===== src/sv/aes_ke_pkg.sv =====
// Shared types, constants and the S-box for the AES key schedule expander.
// No dependencies; imported by the controller, the datapath and the top level.
`default_nettype none

package aes_ke_pkg;

  localparam int unsigned WORD_W  = 32;
  localparam int unsigned INDEX_W = 6;
  localparam int unsigned NK_W    = 4;
  localparam int unsigned POS_W   = 3;
  localparam int unsigned MAX_NK  = 8;

  // Key length codes as written to the configuration register
  localparam logic [NK_W-1:0] KEY_WORDS_128 = 4'd4;
  localparam logic [NK_W-1:0] KEY_WORDS_192 = 4'd6;
  localparam logic [NK_W-1:0] KEY_WORDS_256 = 4'd8;

  // Index of the last schedule word for each key length
  localparam logic [INDEX_W-1:0] LAST_IDX_128 = 6'd43;
  localparam logic [INDEX_W-1:0] LAST_IDX_192 = 6'd51;
  localparam logic [INDEX_W-1:0] LAST_IDX_256 = 6'd59;

  localparam logic [7:0] RCON_FIRST = 8'h01;
  localparam logic [7:0] RCON_POLY  = 8'h1b;

  typedef struct packed {
    logic [63:0] key_part0;
    logic [63:0] key_part1;
    logic [63:0] key_part2;
    logic [63:0] key_part3;
  } key_item_t;

  typedef struct packed {
    logic [INDEX_W-1:0] word_index;
    logic [WORD_W-1:0]  round_key_word;
    logic               last_word;
  } result_t;

  // Controller to datapath commands
  typedef struct packed {
    logic               load;
    logic               step;
    logic               key_phase;
    logic               rot_sub;
    logic               sub_only;
    logic [NK_W-1:0]    nk;
    logic [INDEX_W-1:0] idx;
    logic               last;
  } dp_cmd_t;

  localparam logic [7:0] SBOX [256] = '{
    8'h63,8'h7c,8'h77,8'h7b,8'hf2,8'h6b,8'h6f,8'hc5,8'h30,8'h01,8'h67,8'h2b,8'hfe,8'hd7,8'hab,8'h76,
    8'hca,8'h82,8'hc9,8'h7d,8'hfa,8'h59,8'h47,8'hf0,8'had,8'hd4,8'ha2,8'haf,8'h9c,8'ha4,8'h72,8'hc0,
    8'hb7,8'hfd,8'h93,8'h26,8'h36,8'h3f,8'hf7,8'hcc,8'h34,8'ha5,8'he5,8'hf1,8'h71,8'hd8,8'h31,8'h15,
    8'h04,8'hc7,8'h23,8'hc3,8'h18,8'h96,8'h05,8'h9a,8'h07,8'h12,8'h80,8'he2,8'heb,8'h27,8'hb2,8'h75,
    8'h09,8'h83,8'h2c,8'h1a,8'h1b,8'h6e,8'h5a,8'ha0,8'h52,8'h3b,8'hd6,8'hb3,8'h29,8'he3,8'h2f,8'h84,
    8'h53,8'hd1,8'h00,8'hed,8'h20,8'hfc,8'hb1,8'h5b,8'h6a,8'hcb,8'hbe,8'h39,8'h4a,8'h4c,8'h58,8'hcf,
    8'hd0,8'hef,8'haa,8'hfb,8'h43,8'h4d,8'h33,8'h85,8'h45,8'hf9,8'h02,8'h7f,8'h50,8'h3c,8'h9f,8'ha8,
    8'h51,8'ha3,8'h40,8'h8f,8'h92,8'h9d,8'h38,8'hf5,8'hbc,8'hb6,8'hda,8'h21,8'h10,8'hff,8'hf3,8'hd2,
    8'hcd,8'h0c,8'h13,8'hec,8'h5f,8'h97,8'h44,8'h17,8'hc4,8'ha7,8'h7e,8'h3d,8'h64,8'h5d,8'h19,8'h73,
    8'h60,8'h81,8'h4f,8'hdc,8'h22,8'h2a,8'h90,8'h88,8'h46,8'hee,8'hb8,8'h14,8'hde,8'h5e,8'h0b,8'hdb,
    8'he0,8'h32,8'h3a,8'h0a,8'h49,8'h06,8'h24,8'h5c,8'hc2,8'hd3,8'hac,8'h62,8'h91,8'h95,8'he4,8'h79,
    8'he7,8'hc8,8'h37,8'h6d,8'h8d,8'hd5,8'h4e,8'ha9,8'h6c,8'h56,8'hf4,8'hea,8'h65,8'h7a,8'hae,8'h08,
    8'hba,8'h78,8'h25,8'h2e,8'h1c,8'ha6,8'hb4,8'hc6,8'he8,8'hdd,8'h74,8'h1f,8'h4b,8'hbd,8'h8b,8'h8a,
    8'h70,8'h3e,8'hb5,8'h66,8'h48,8'h03,8'hf6,8'h0e,8'h61,8'h35,8'h57,8'hb9,8'h86,8'hc1,8'h1d,8'h9e,
    8'he1,8'hf8,8'h98,8'h11,8'h69,8'hd9,8'h8e,8'h94,8'h9b,8'h1e,8'h87,8'he9,8'hce,8'h55,8'h28,8'hdf,
    8'h8c,8'ha1,8'h89,8'h0d,8'hbf,8'he6,8'h42,8'h68,8'h41,8'h99,8'h2d,8'h0f,8'hb0,8'h54,8'hbb,8'h16
  };

  function automatic logic [WORD_W-1:0] sub_word(input logic [WORD_W-1:0] w);
    sub_word = {SBOX[w[31:24]], SBOX[w[23:16]], SBOX[w[15:8]], SBOX[w[7:0]]};
  endfunction

endpackage

`default_nettype wire


===== src/sv/aes_ke_ctrl.sv =====
// Sequencer for the AES key schedule expander: key length register, word
// counter and command generation. Depends on aes_ke_pkg.
`default_nettype none

module aes_ke_ctrl (
  input  logic                          clk_i,
  input  logic                          rst_ni,
  input  logic                          start_i,
  output logic                          busy_o,
  input  logic                          cfg_valid_i,
  output logic                          cfg_ready_o,
  input  logic [aes_ke_pkg::NK_W-1:0]   cfg_data_i,
  output aes_ke_pkg::dp_cmd_t           cmd_o,
  output logic                          result_valid_o
);
  import aes_ke_pkg::*;

  localparam logic ST_IDLE = 1'b0;
  localparam logic ST_RUN  = 1'b1;

  logic               state_q, state_d;
  logic [NK_W-1:0]    cfg_nk_q;
  logic [NK_W-1:0]    nk_q, nk_d;
  logic [INDEX_W-1:0] idx_q, idx_d;
  logic [POS_W-1:0]   pos_q, pos_d;
  logic               valid_q;
  logic [NK_W-1:0]    nk_decoded;
  logic [INDEX_W-1:0] last_idx;
  logic [POS_W-1:0]   pos_wrap;
  logic               key_phase;
  logic               accept;
  logic               last;

  assign cfg_ready_o = 1'b1;
  assign busy_o      = (state_q == ST_RUN);
  assign accept      = start_i && (state_q == ST_IDLE);

  always_comb begin
    unique case (cfg_nk_q)
      KEY_WORDS_128: nk_decoded = KEY_WORDS_128;
      KEY_WORDS_192: nk_decoded = KEY_WORDS_192;
      default:       nk_decoded = KEY_WORDS_256;
    endcase
  end

  always_comb begin
    unique case (nk_q)
      KEY_WORDS_128: last_idx = LAST_IDX_128;
      KEY_WORDS_192: last_idx = LAST_IDX_192;
      default:       last_idx = LAST_IDX_256;
    endcase
  end

  assign pos_wrap  = POS_W'(nk_q - 4'd1);
  assign key_phase = ({2'b00, nk_q} > idx_q);
  assign last      = (idx_q == last_idx);

  always_comb begin
    state_d = state_q;
    nk_d    = nk_q;
    idx_d   = idx_q;
    pos_d   = pos_q;
    unique case (state_q)
      ST_IDLE: begin
        if (start_i) begin
          state_d = ST_RUN;
          nk_d    = nk_decoded;
          idx_d   = '0;
          pos_d   = '0;
        end
      end
      default: begin
        idx_d = idx_q + 6'd1;
        pos_d = (pos_q == pos_wrap) ? '0 : pos_q + 3'd1;
        if (last) begin
          state_d = ST_IDLE;
        end
      end
    endcase
  end

  always_comb begin
    cmd_o.load      = accept;
    cmd_o.step      = (state_q == ST_RUN);
    cmd_o.key_phase = key_phase;
    cmd_o.rot_sub   = !key_phase && (pos_q == '0);
    cmd_o.sub_only  = !key_phase && (nk_q == KEY_WORDS_256) && (pos_q == 3'd4);
    cmd_o.nk        = nk_q;
    cmd_o.idx       = idx_q;
    cmd_o.last      = last;
  end

  assign result_valid_o = valid_q;

  always_ff @(posedge clk_i or negedge rst_ni) begin
    if (!rst_ni) begin
      state_q  <= ST_IDLE;
      cfg_nk_q <= KEY_WORDS_256;
      nk_q     <= KEY_WORDS_256;
      idx_q    <= '0;
      pos_q    <= '0;
      valid_q  <= 1'b0;
    end else begin
      state_q <= state_d;
      nk_q    <= nk_d;
      idx_q   <= idx_d;
      pos_q   <= pos_d;
      valid_q <= (state_q == ST_RUN);
      if (cfg_valid_i && cfg_ready_o) begin
        cfg_nk_q <= cfg_data_i;
      end
    end
  end

  a_nk_legal: assert property (@(posedge clk_i) disable iff (!rst_ni)
    (nk_q == KEY_WORDS_128) || (nk_q == KEY_WORDS_192) || (nk_q == KEY_WORDS_256))
    else $error("latched key length is not 4, 6 or 8");

  a_idx_bound: assert property (@(posedge clk_i) disable iff (!rst_ni)
    (state_q == ST_RUN) |-> (idx_q <= last_idx))
    else $error("word index ran past the end of the schedule");

  a_last_ends_run: assert property (@(posedge clk_i) disable iff (!rst_ni)
    ((state_q == ST_RUN) && last) |=> (state_q == ST_IDLE))
    else $error("run did not end after the last word");

  a_pos_bound: assert property (@(posedge clk_i) disable iff (!rst_ni)
    (state_q == ST_RUN) |-> (pos_q <= pos_wrap))
    else $error("column position out of range");

  a_strobe_follows_run: assert property (@(posedge clk_i) disable iff (!rst_ni)
    valid_q |-> $past(state_q == ST_RUN))
    else $error("result strobe without a schedule step");

endmodule

`default_nettype wire


===== src/sv/aes_ke_datapath.sv =====
// Datapath of the AES key schedule expander: key word queue, history window
// of the last eight words, S-box transform, round constant and result register.
// Depends on aes_ke_pkg.
`default_nettype none

module aes_ke_datapath (
  input  logic                  clk_i,
  input  logic                  rst_ni,
  input  aes_ke_pkg::key_item_t key_i,
  input  aes_ke_pkg::dp_cmd_t   cmd_i,
  output aes_ke_pkg::result_t   result_o
);
  import aes_ke_pkg::*;

  logic [WORD_W-1:0] key_q [MAX_NK];
  logic [WORD_W-1:0] hist_q [MAX_NK];
  logic [7:0]        rcon_q, rcon_d;
  result_t           result_q;
  logic [WORD_W-1:0] prev_word;
  logic [WORD_W-1:0] back_word;
  logic [WORD_W-1:0] sub_in;
  logic [WORD_W-1:0] sub_out;
  logic [WORD_W-1:0] temp;
  logic [WORD_W-1:0] new_word;

  assign prev_word = hist_q[0];

  // Word nk back in the history window
  always_comb begin
    unique case (cmd_i.nk)
      KEY_WORDS_128: back_word = hist_q[3];
      KEY_WORDS_192: back_word = hist_q[5];
      default:       back_word = hist_q[7];
    endcase
  end

  assign sub_in  = cmd_i.rot_sub ? {prev_word[23:0], prev_word[31:24]} : prev_word;
  assign sub_out = sub_word(sub_in);

  always_comb begin
    priority if (cmd_i.rot_sub) begin
      temp = sub_out ^ {rcon_q, 24'h000000};
    end else if (cmd_i.sub_only) begin
      temp = sub_out;
    end else begin
      temp = prev_word;
    end
  end

  assign new_word = cmd_i.key_phase ? key_q[0] : (back_word ^ temp);

  always_comb begin
    rcon_d = rcon_q;
    if (cmd_i.load) begin
      rcon_d = RCON_FIRST;
    end else if (cmd_i.step && cmd_i.rot_sub) begin
      rcon_d = {rcon_q[6:0], 1'b0} ^ (rcon_q[7] ? RCON_POLY : 8'h00);
    end
  end

  always_ff @(posedge clk_i or negedge rst_ni) begin
    if (!rst_ni) begin
      rcon_q <= RCON_FIRST;
    end else begin
      rcon_q <= rcon_d;
    end
  end

  // Payload registers: key queue, history window, result
  always_ff @(posedge clk_i) begin
    if (cmd_i.load) begin
      key_q[0] <= key_i.key_part0[63:32];
      key_q[1] <= key_i.key_part0[31:0];
      key_q[2] <= key_i.key_part1[63:32];
      key_q[3] <= key_i.key_part1[31:0];
      key_q[4] <= key_i.key_part2[63:32];
      key_q[5] <= key_i.key_part2[31:0];
      key_q[6] <= key_i.key_part3[63:32];
      key_q[7] <= key_i.key_part3[31:0];
    end else if (cmd_i.step) begin
      for (int k = 0; k < MAX_NK - 1; k++) begin
        key_q[k] <= key_q[k+1];
      end
    end
    if (cmd_i.step) begin
      hist_q[0] <= new_word;
      for (int k = 1; k < MAX_NK; k++) begin
        hist_q[k] <= hist_q[k-1];
      end
      result_q.word_index     <= cmd_i.idx;
      result_q.round_key_word <= new_word;
      result_q.last_word      <= cmd_i.last;
    end
  end

  assign result_o = result_q;

endmodule

`default_nettype wire


===== src/sv/aes_key_expansion_core.sv =====
// Top level of the AES key schedule expander: joins the sequencer and the
// datapath. Depends on aes_ke_pkg, aes_ke_ctrl and aes_ke_datapath.
//
// Usage:
//   Write the key length (4, 6 or 8 words; anything else means 8) on the
//   cfg_valid_i/cfg_ready_o channel while the block is idle; cfg_ready_o is
//   always high. Reset leaves the length at 8 words.
//   Present a key on key_i with start high; the beat is taken when busy is
//   low. The block then emits the expanded schedule, one word per cycle:
//   44, 52 or 60 words, each marked by a single-cycle result_valid_o strobe,
//   with its index and a flag on the final word.
//   The start beat moves the sequencer to run; each step registers a word
//   into result_o. The schedule is generated serially by one S-box unit
//   over a sliding window of the last eight words, so no new key is taken
//   until the run ends; busy falls in the cycle that shows the last word.
//   The receiver cannot stall: every strobed word must be taken.
//   Reset returns the sequencer to idle and drops any schedule in progress.
`default_nettype none

module aes_key_expansion_core (
  input  logic                        clk_i,
  input  logic                        rst_ni,
  input  logic                        start,
  output logic                        busy,
  input  aes_ke_pkg::key_item_t       key_i,
  output logic                        result_valid_o,
  output aes_ke_pkg::result_t         result_o,
  input  logic                        cfg_valid_i,
  output logic                        cfg_ready_o,
  input  logic [aes_ke_pkg::NK_W-1:0] cfg_data_i
);
  import aes_ke_pkg::*;

  dp_cmd_t cmd;

  aes_ke_ctrl u_ctrl (
    .clk_i          (clk_i),
    .rst_ni         (rst_ni),
    .start_i        (start),
    .busy_o         (busy),
    .cfg_valid_i    (cfg_valid_i),
    .cfg_ready_o    (cfg_ready_o),
    .cfg_data_i     (cfg_data_i),
    .cmd_o          (cmd),
    .result_valid_o (result_valid_o)
  );

  aes_ke_datapath u_datapath (
    .clk_i    (clk_i),
    .rst_ni   (rst_ni),
    .key_i    (key_i),
    .cmd_i    (cmd),
    .result_o (result_o)
  );

endmodule

`default_nettype wire

===== config.mk =====
export PLATFORM = sky130hd
export DESIGN_NAME = aes_key_expansion_core
export DESIGN_NICKNAME = d
export VERILOG_FILES = /design/src/sv/aes_ke_pkg.sv /design/src/sv/aes_ke_ctrl.sv /design/src/sv/aes_ke_datapath.sv /design/src/sv/aes_key_expansion_core.sv
export SDC_FILE = /design/constraint.sdc
export NUM_CORES = 1
export LEC_CHECK = 0
export ABC_AREA = 1
export BUFFER_PORTS_ARGS = -buffer_cell sky130_fd_sc_hd__buf_2
export CORE_ASPECT_RATIO = 0.8
export CORE_MARGIN = 2
export CORE_UTILIZATION = 30
export CTS_CLUSTER_DIAMETER = 100
export DETAILED_ROUTE_END_ITERATION = 8
export PLACE_DENSITY_LB_ADDON = 0.3
export SETUP_SLACK_MARGIN = 0.3
export SYNTH_ARGS = -nofsm -noshare
export SYNTH_HDL_FRONTEND = slang
export SYNTH_SLANG_ARGS = --single-unit

===== constraint.sdc =====
create_clock -name clk_i -period 22.2 [get_ports clk_i]
set_input_delay 4.44 -clock clk_i [delete_from_list [all_inputs] [get_ports clk_i]]
set_output_delay 4.44 -clock clk_i [all_outputs]
set_load 0.005 [all_outputs]

==> out/metrics.yaml, run 1 <==
outcome: "completed"
drc_errors: 0
cts_htree_levels: 2
drt-vias-per-instance: 5.43
yosysMostFrequentCell: "nand2_1"
final_nets: 4635
stdcell_area_um2: 37600
drt.antenna.violating_nets: 0
maxCapViolCount: 0
hold_class: "register to register"
yosysWarningCount: 0
grt_max_degree: 117
syn_area_per_cell_um2: 7.95
holdWs_ps: 416
cp-end-kind: "register"
synth_edf_count: 519
arrival_ps: 6860
postCtsHoldBufs: 0
finalMaxSlewViolations: 0
critPathKind: "input port to register"
dp_hpwl_um: 94100
cp_common_cell: "buf_4"
worst-slew-pin-transition_ps: 1210
die_w_um: 377
antenna_found_initial: 21
overflow: 0
clkSinkCount: 545
drt_iter0_markers: 4116
gr-usage-all-layers_pct: 22.7
fin_crit_ps: 6630
required_ps: 22430
std_cell_rows: 109
finalSetupViolCount: 0
post_cts_buffers: 0
r2r_start: "u_ctrl.pos_q[0]$_DFFE_PN0P_"
synth_common_cells: "nand2_1 (1568), nand3_1 (874), edfxtp_1 (519), inv_1 (200), o21ai_0 (127)"
critPathLaunchType: "input port"
synth_flop_cell: "edfxtp_1"
crit_fanout: 116
first_pass_iters: 6
wl_per_cell_um: 23.1
tns_ps: 0
io_buffers: 304
placed_area_um2: 35700
cts_buffers: 56
ioPinCount: 306
finalCritPeriodShare_pct: 29.9
synth_seq_area_share_pct: 48.7
cts_tree: "done"
synth_area_leaders: "edfxtp_1 (47%), nand2_1 (18%), nand3_1 (13%)"
crit_slowest_cell: "buf_4"
whs_path_depth: 0
area_growth_pct: 12.8
syn_nets: 4497
fin_worst_skew_ps: 47.7
max_clock_freq_ghz: 0.151
ctsLongestPathBuffers: 3
worstSkewPairLatency_ps: 640
synthArstFlopShare_pct: 4.77
hold_viol: 0
drive_gt1_share_pct: 12.8
die_h_um: 302
r2r_cells: 21
crit_chain: "buf_2, nor2_1, inv_8, buf_4, buf_4"
drt-total-wl_um: 134000
grt_pass1_wl_um: 196000
grt_pass1_vias: 29411
r2r_slack_ps: 16930
path_clk_slew_ps: 60
cp_slowest_stage_delay_ps: 700
yosysTopAreaCell: "edfxtp_1"
cts_resized: 0
synth_top_area_share_pct: 46.8
place_congestion: 0.979
cts-root-buf: "clkbuf_16"
holdPathEnd: "u_datapath.hist_q[1][119]$_DFFE_PP_"
fillers: 11612
hold_path.startpoint: "u_datapath.hist_q[1][87]$_DFFE_PP_"
syn_inst: 4192
start_util_pct: 30.2
synth-seq-cells: 545
synth_area_um2: 33300
slew_headroom_pct: 18.9
yosysUniqueCellTypes: 49
r2r-end: "u_datapath.result_o[15]$_DFFE_PP_"
die-area_um2: 114000
crit_family: "buffers and inverters"
path_buf_inv: 4
vias: 31633
rsz0062_at_grt: "no"
core_area_um2: 110000
==> layer usage <==
metal	global-route usage, %	routed length (um)	part of all wire [%]	vias to the layer above
li1	-	-	-	14589
met1	33.5	60200	45	15020
met2	32.9	56500	42	1780
met3	5.86	14100	11	218
met4	6.07	3470	2.6	26
met5	0	167	0.12	-
==> kinds of logic after synthesis <==
logic type	Yosys count	synth area share, %
adders and majority gates	41	1.54
xor gates and xnor gates	5	0.131
muxes	2	0.0676
other	1	0.0113
buffers and inverters	497	6.99
DFF	545	48.7
and+or+nand+nor	2631	33.8
AOI/OAI and AO/OA	470	8.72
==> cell type report <==
| class | count | area, um2 | area share, % |
|---|---|---|---|
| tap | 1443 | 1810 | 4.80 |
| multi-input combinational | 3150 | 14900 | 39.6 |
| clock inverter | 41 | 478 | 1.27 |
| sequential | 545 | 16200 | 43.2 |
| inverter | 225 | 857 | 2.28 |
| antenna | 6 | 15.0 | 0.0400 |
| timing repair buffer | 352 | 1880 | 5.01 |
| clock buffer | 59 | 1410 | 3.76 |
==> through the flow <==
stage          setup slack (ps)  cells  util (%)
6_report                  15570   5821      34.1
2_1_floorplan             10980   4192         -
3_3_place_gp              14920   5715      32.3
3_5_place_dp              14920   5715      32.3
4_1_cts                   15570   5815      34.0
5_1_grt                   15370   5818      34.1
==> state kept, by name, summed over array words and instances, names as in the netlist <==
name,flops
u_ctrl.cfg_nk_q,4
u_datapath.hist_q,225
u_datapath.result_o,38
u_ctrl.pos_q,3
u_datapath.rcon_q,8
u_ctrl.idx_q,6
u_ctrl.nk_q,3
u_ctrl.busy_o,1
u_datapath.key_q,256
u_ctrl.result_valid_o,1
==> worst reg2reg max path: cells and delay by family (launching register included) <==
family	cells	cell delay, ps
fa+ha+maj	2	630
flops	1	400
compound gates	3	1070
simple gates	12	2270
buf+inv	4	640
==> cells in the final DEF, fill, tap and decap left out, types with 5 or more instances in the layout <==
| master | n |
|---|---|
| buf_2 | 304 |
| nor2_1 | 104 |
| nand3_1 | 874 |
| nand3b_1 | 13 |
| clkbuf_16 | 56 |
| nand2_1 | 1567 |
| o211ai_1 | 100 |
| edfxtp_1 | 519 |
| buf_4 | 48 |
| o21ai_4 | 12 |
| nand2_2 | 34 |
| nand2_4 | 7 |
| a22o_1 | 32 |
| o21ai_2 | 16 |
| a21boi_1 | 5 |
| dfrtp_1 | 22 |
| a21oi_1 | 109 |
| diode_2 | 6 |
| nand3_2 | 5 |
| nand4_1 | 9 |
| clkinv_1 | 12 |
| bufinv_16 | 9 |
| inv_1 | 199 |
| clkinv_2 | 16 |
| nor2_4 | 7 |
| ha_1 | 41 |
| o22ai_1 | 22 |
| inv_2 | 20 |
| nor2_2 | 6 |
| a31oi_1 | 5 |
| o21ai_0 | 126 |
| o21ai_1 | 35 |
==> worst max-delay path by stage <==
| stage | startpoint | endpoint | depth (start not counted) |
|---|---|---|---|
| 3_5_place_dp | start | u_datapath.key_q[0][5]$_DFFE_PP_ | 5 |
| 4_1_cts | start | u_datapath.key_q[0][13]$_DFFE_PP_ | 5 |
| 3_3_place_gp | start | u_datapath.key_q[0][0]$_DFFE_PP_ | 5 |
| 5_1_grt | start | u_datapath.key_q[0][11]$_DFFE_PP_ | 5 |
| 6_report | start | u_datapath.key_q[0][20]$_DFFE_PP_ | 5 |
| 2_1_floorplan | u_ctrl.busy_o$_DFF_PN0_ | u_ctrl.idx_q[1]$_DFFE_PN0P_ | 4 |
Power of run 1 is not shown: default switching activity piles up to over one toggle a cycle in this logic, so the estimate is an artifact.
==> inputs of run 2 (changes only) <==
==> constraint.sdc (replaced) <==
create_clock -name clk_i -period 6.38 [get_ports clk_i]
set_input_delay 1.276 -clock clk_i [delete_from_list [all_inputs] [get_ports clk_i]]
set_output_delay 1.276 -clock clk_i [all_outputs]
set_load 0.005 [all_outputs]
==> run 2 against run 1 <==
Die area unchanged. Non-clock buffer count up 7. Via count increased by 1.4%. Clock skew grew 7.5 ps. Global-route usage is 0.23 points higher. Critical endpoint is now u_datapath.result_o[27]$_DFFE_PP_.
==> out/metrics.yaml, run 2 (synthesized netlist as in run 1, its figures left out) <==
ioPinCount: 306  # unchanged
overflow: 0  # unchanged
layout_commonest_cell: "nand2_1"
clkSinkCount: 545  # unchanged
max_clock_freq_ghz: 0.191
rsz0062_at_grt: "no"
slew_headroom_pct: 19.7  # +0.74 points
fin_util_pct: 34.2  # +0.096 points
cts-root-buf: "clkbuf_16"
cp_slowest_stage_delay_ps: 860  # +160 ps
drt.antenna.violating_nets: 0  # unchanged
r2r_start: "u_ctrl.nk_q[3]$_DFFE_PN1P_"
crit_chain: "ha_1, a21oi_1, nand2_1, nand2_2, buf_4, nand3_1, nand2_2, ha_1, nand3_1, nand3_1, nand3_1, nand3_1, nand3_1, nand3_1, nand2_1, nand2_1, nand3_1, nand2_1, nand2_1, nand3_1, nand2_1"
die_w_um: 377  # unchanged
placed_area_um2: 35800  # +0.29%
crit_family: "simple AND/OR/NAND/NOR gates"
drt-total-wl_um: 136000  # +1.2%
path_clk_slew_ps: 70  # about the same
cp-end-kind: "register"
cts_tree: "done"
crit_fanout: 47  # -59%
std_cell_rows: 109  # unchanged
regMostFlops: "u_datapath.key_q"
fillers: 11621  # +0.078%
drive_gt1_share_pct: 13.0  # +0.19 points
postCtsHoldBufs: 0  # unchanged
io_buffers: 304  # unchanged
first_pass_iters: 7  # +1
cts_buffers: 57  # +1.8%
crit_slowest_cell: "nand3_1"
die_h_um: 302  # unchanged
outcome: "completed"
cts_htree_levels: 2  # unchanged
grt_pass1_wl_um: 199000  # +1.4%
path_depth: 21  # +16
finalMaxSlewViolations: 0  # unchanged
critPathLaunchType: "register"
critPathLaunch: "u_ctrl.nk_q[3]$_DFFE_PN1P_"
final_cell_mix: "nand2_1 (1567), nand3_1 (874), edfxtp_1 (519)"
area_growth_pct: 13.1
hold_viol: 0  # unchanged
drt_iter0_markers: 4388  # +6.6%
ctsLongestPathBuffers: 3  # unchanged
tns_ps: 0  # unchanged
path_buf_inv: 1  # -3
antenna_found_initial: 16  # -24%
vias: 32063  # +1.4%
drc_errors: 0  # unchanged
fin_worst_skew_ps: 55.2  # +7.54 ps
maxCapViolCount: 0  # unchanged
wl_per_cell_um: 23.3  # +1.0%
fin_crit_ps: 5230
critPathKind: "register to register"
r2r_cells: 21  # unchanged
grt_pass1_vias: 30136  # +2.5%
worst-slew-pin-transition_ps: 1200  # -13.1 ps
finalSetupViolCount: 0  # unchanged
hold_class: "register to register"
post_cts_buffers: 0  # unchanged
holdWs_ps: 394  # -22.5 ps
arrival_ps: 5620  # -1240 ps
cts_resized: 0  # unchanged
grt_max_degree: 183  # +56%
drt-vias-per-instance: 5.50  # +1.2%
r2r-end: "u_datapath.result_o[27]$_DFFE_PP_"
largest_register_ffs: 256  # unchanged
die-area_um2: 114000  # unchanged
finalCritPeriodShare_pct: 81.9
required_ps: 6770  # -15660 ps
r2r_slack_ps: 1150  # -15780 ps
place_congestion: 1.01  # +2.8%
dp_hpwl_um: 96100  # +2.2%
start_util_pct: 30.2  # unchanged
crit_path_end: "u_datapath.result_o[27]$_DFFE_PP_"
core_area_um2: 110000  # unchanged
final_nets: 4643  # +0.17%
cp_common_cell: "nand3_1"
worstSkewPairLatency_ps: 630  # about the same
gr-usage-all-layers_pct: 23.0  # +0.23 points
stdcell_area_um2: 37700  # +0.28%
-- run 2: through the flow --
| step | worst slack [ps] | std cells |
|---|---|---|
| after global placement | 1240 | 5722 |
| after global routing | 820 | 5828 |
| final | 1150 | 5830 |
| after CTS | 1370 | 5828 |
| after floorplan | 541 | 4192 |
| after detailed placement | 1370 | 5722 |
-- run 2: layer usage --
metal / track usage, % / share of wire, %
met1: 33.4 / 44
met2: 33.7 / 42
met3: 5.94 / 11
met4: 6.21 / 2.9
met5: 0 / 0.13
-- run 2: how the worst min path moves through the flow --
stage / startpoint / end / slack [ps] / cells past startpoint
finish: u_datapath.hist_q[0][74]$_DFFE_PP_ / u_datapath.hist_q[0][106]$_DFFE_PP_ / 390 / 0
global route: u_datapath.hist_q[0][74]$_DFFE_PP_ / u_datapath.hist_q[0][106]$_DFFE_PP_ / 410 / 0
CTS: u_datapath.hist_q[0][74]$_DFFE_PP_ / u_datapath.hist_q[0][106]$_DFFE_PP_ / 390 / 0
detailed placement: u_datapath.hist_q[0][68]$_DFFE_PP_ / u_datapath.hist_q[0][100]$_DFFE_PP_ / 400 / 0
global placement: u_datapath.hist_q[0][57]$_DFFE_PP_ / u_datapath.hist_q[0][89]$_DFFE_PP_ / 400 / 0
floorplan: u_datapath.hist_q[0][68]$_DFFE_PP_ / u_datapath.hist_q[0][100]$_DFFE_PP_ / 400 / 0
-- run 2: area by class of cell --
class	count	area, um2	area share, %
well taps	1443	1810	4.79
clock buffers	67	1510	4.02
flip-flops and latches	545	16200	43.1
clock inverters	39	390	1.04
diodes	2	5.00	0.0133
multi-input cells	3150	14900	39.4
inverters	225	853	2.26
repair buffers	359	2010	5.33
Power of run 2 is left out for the same reason.
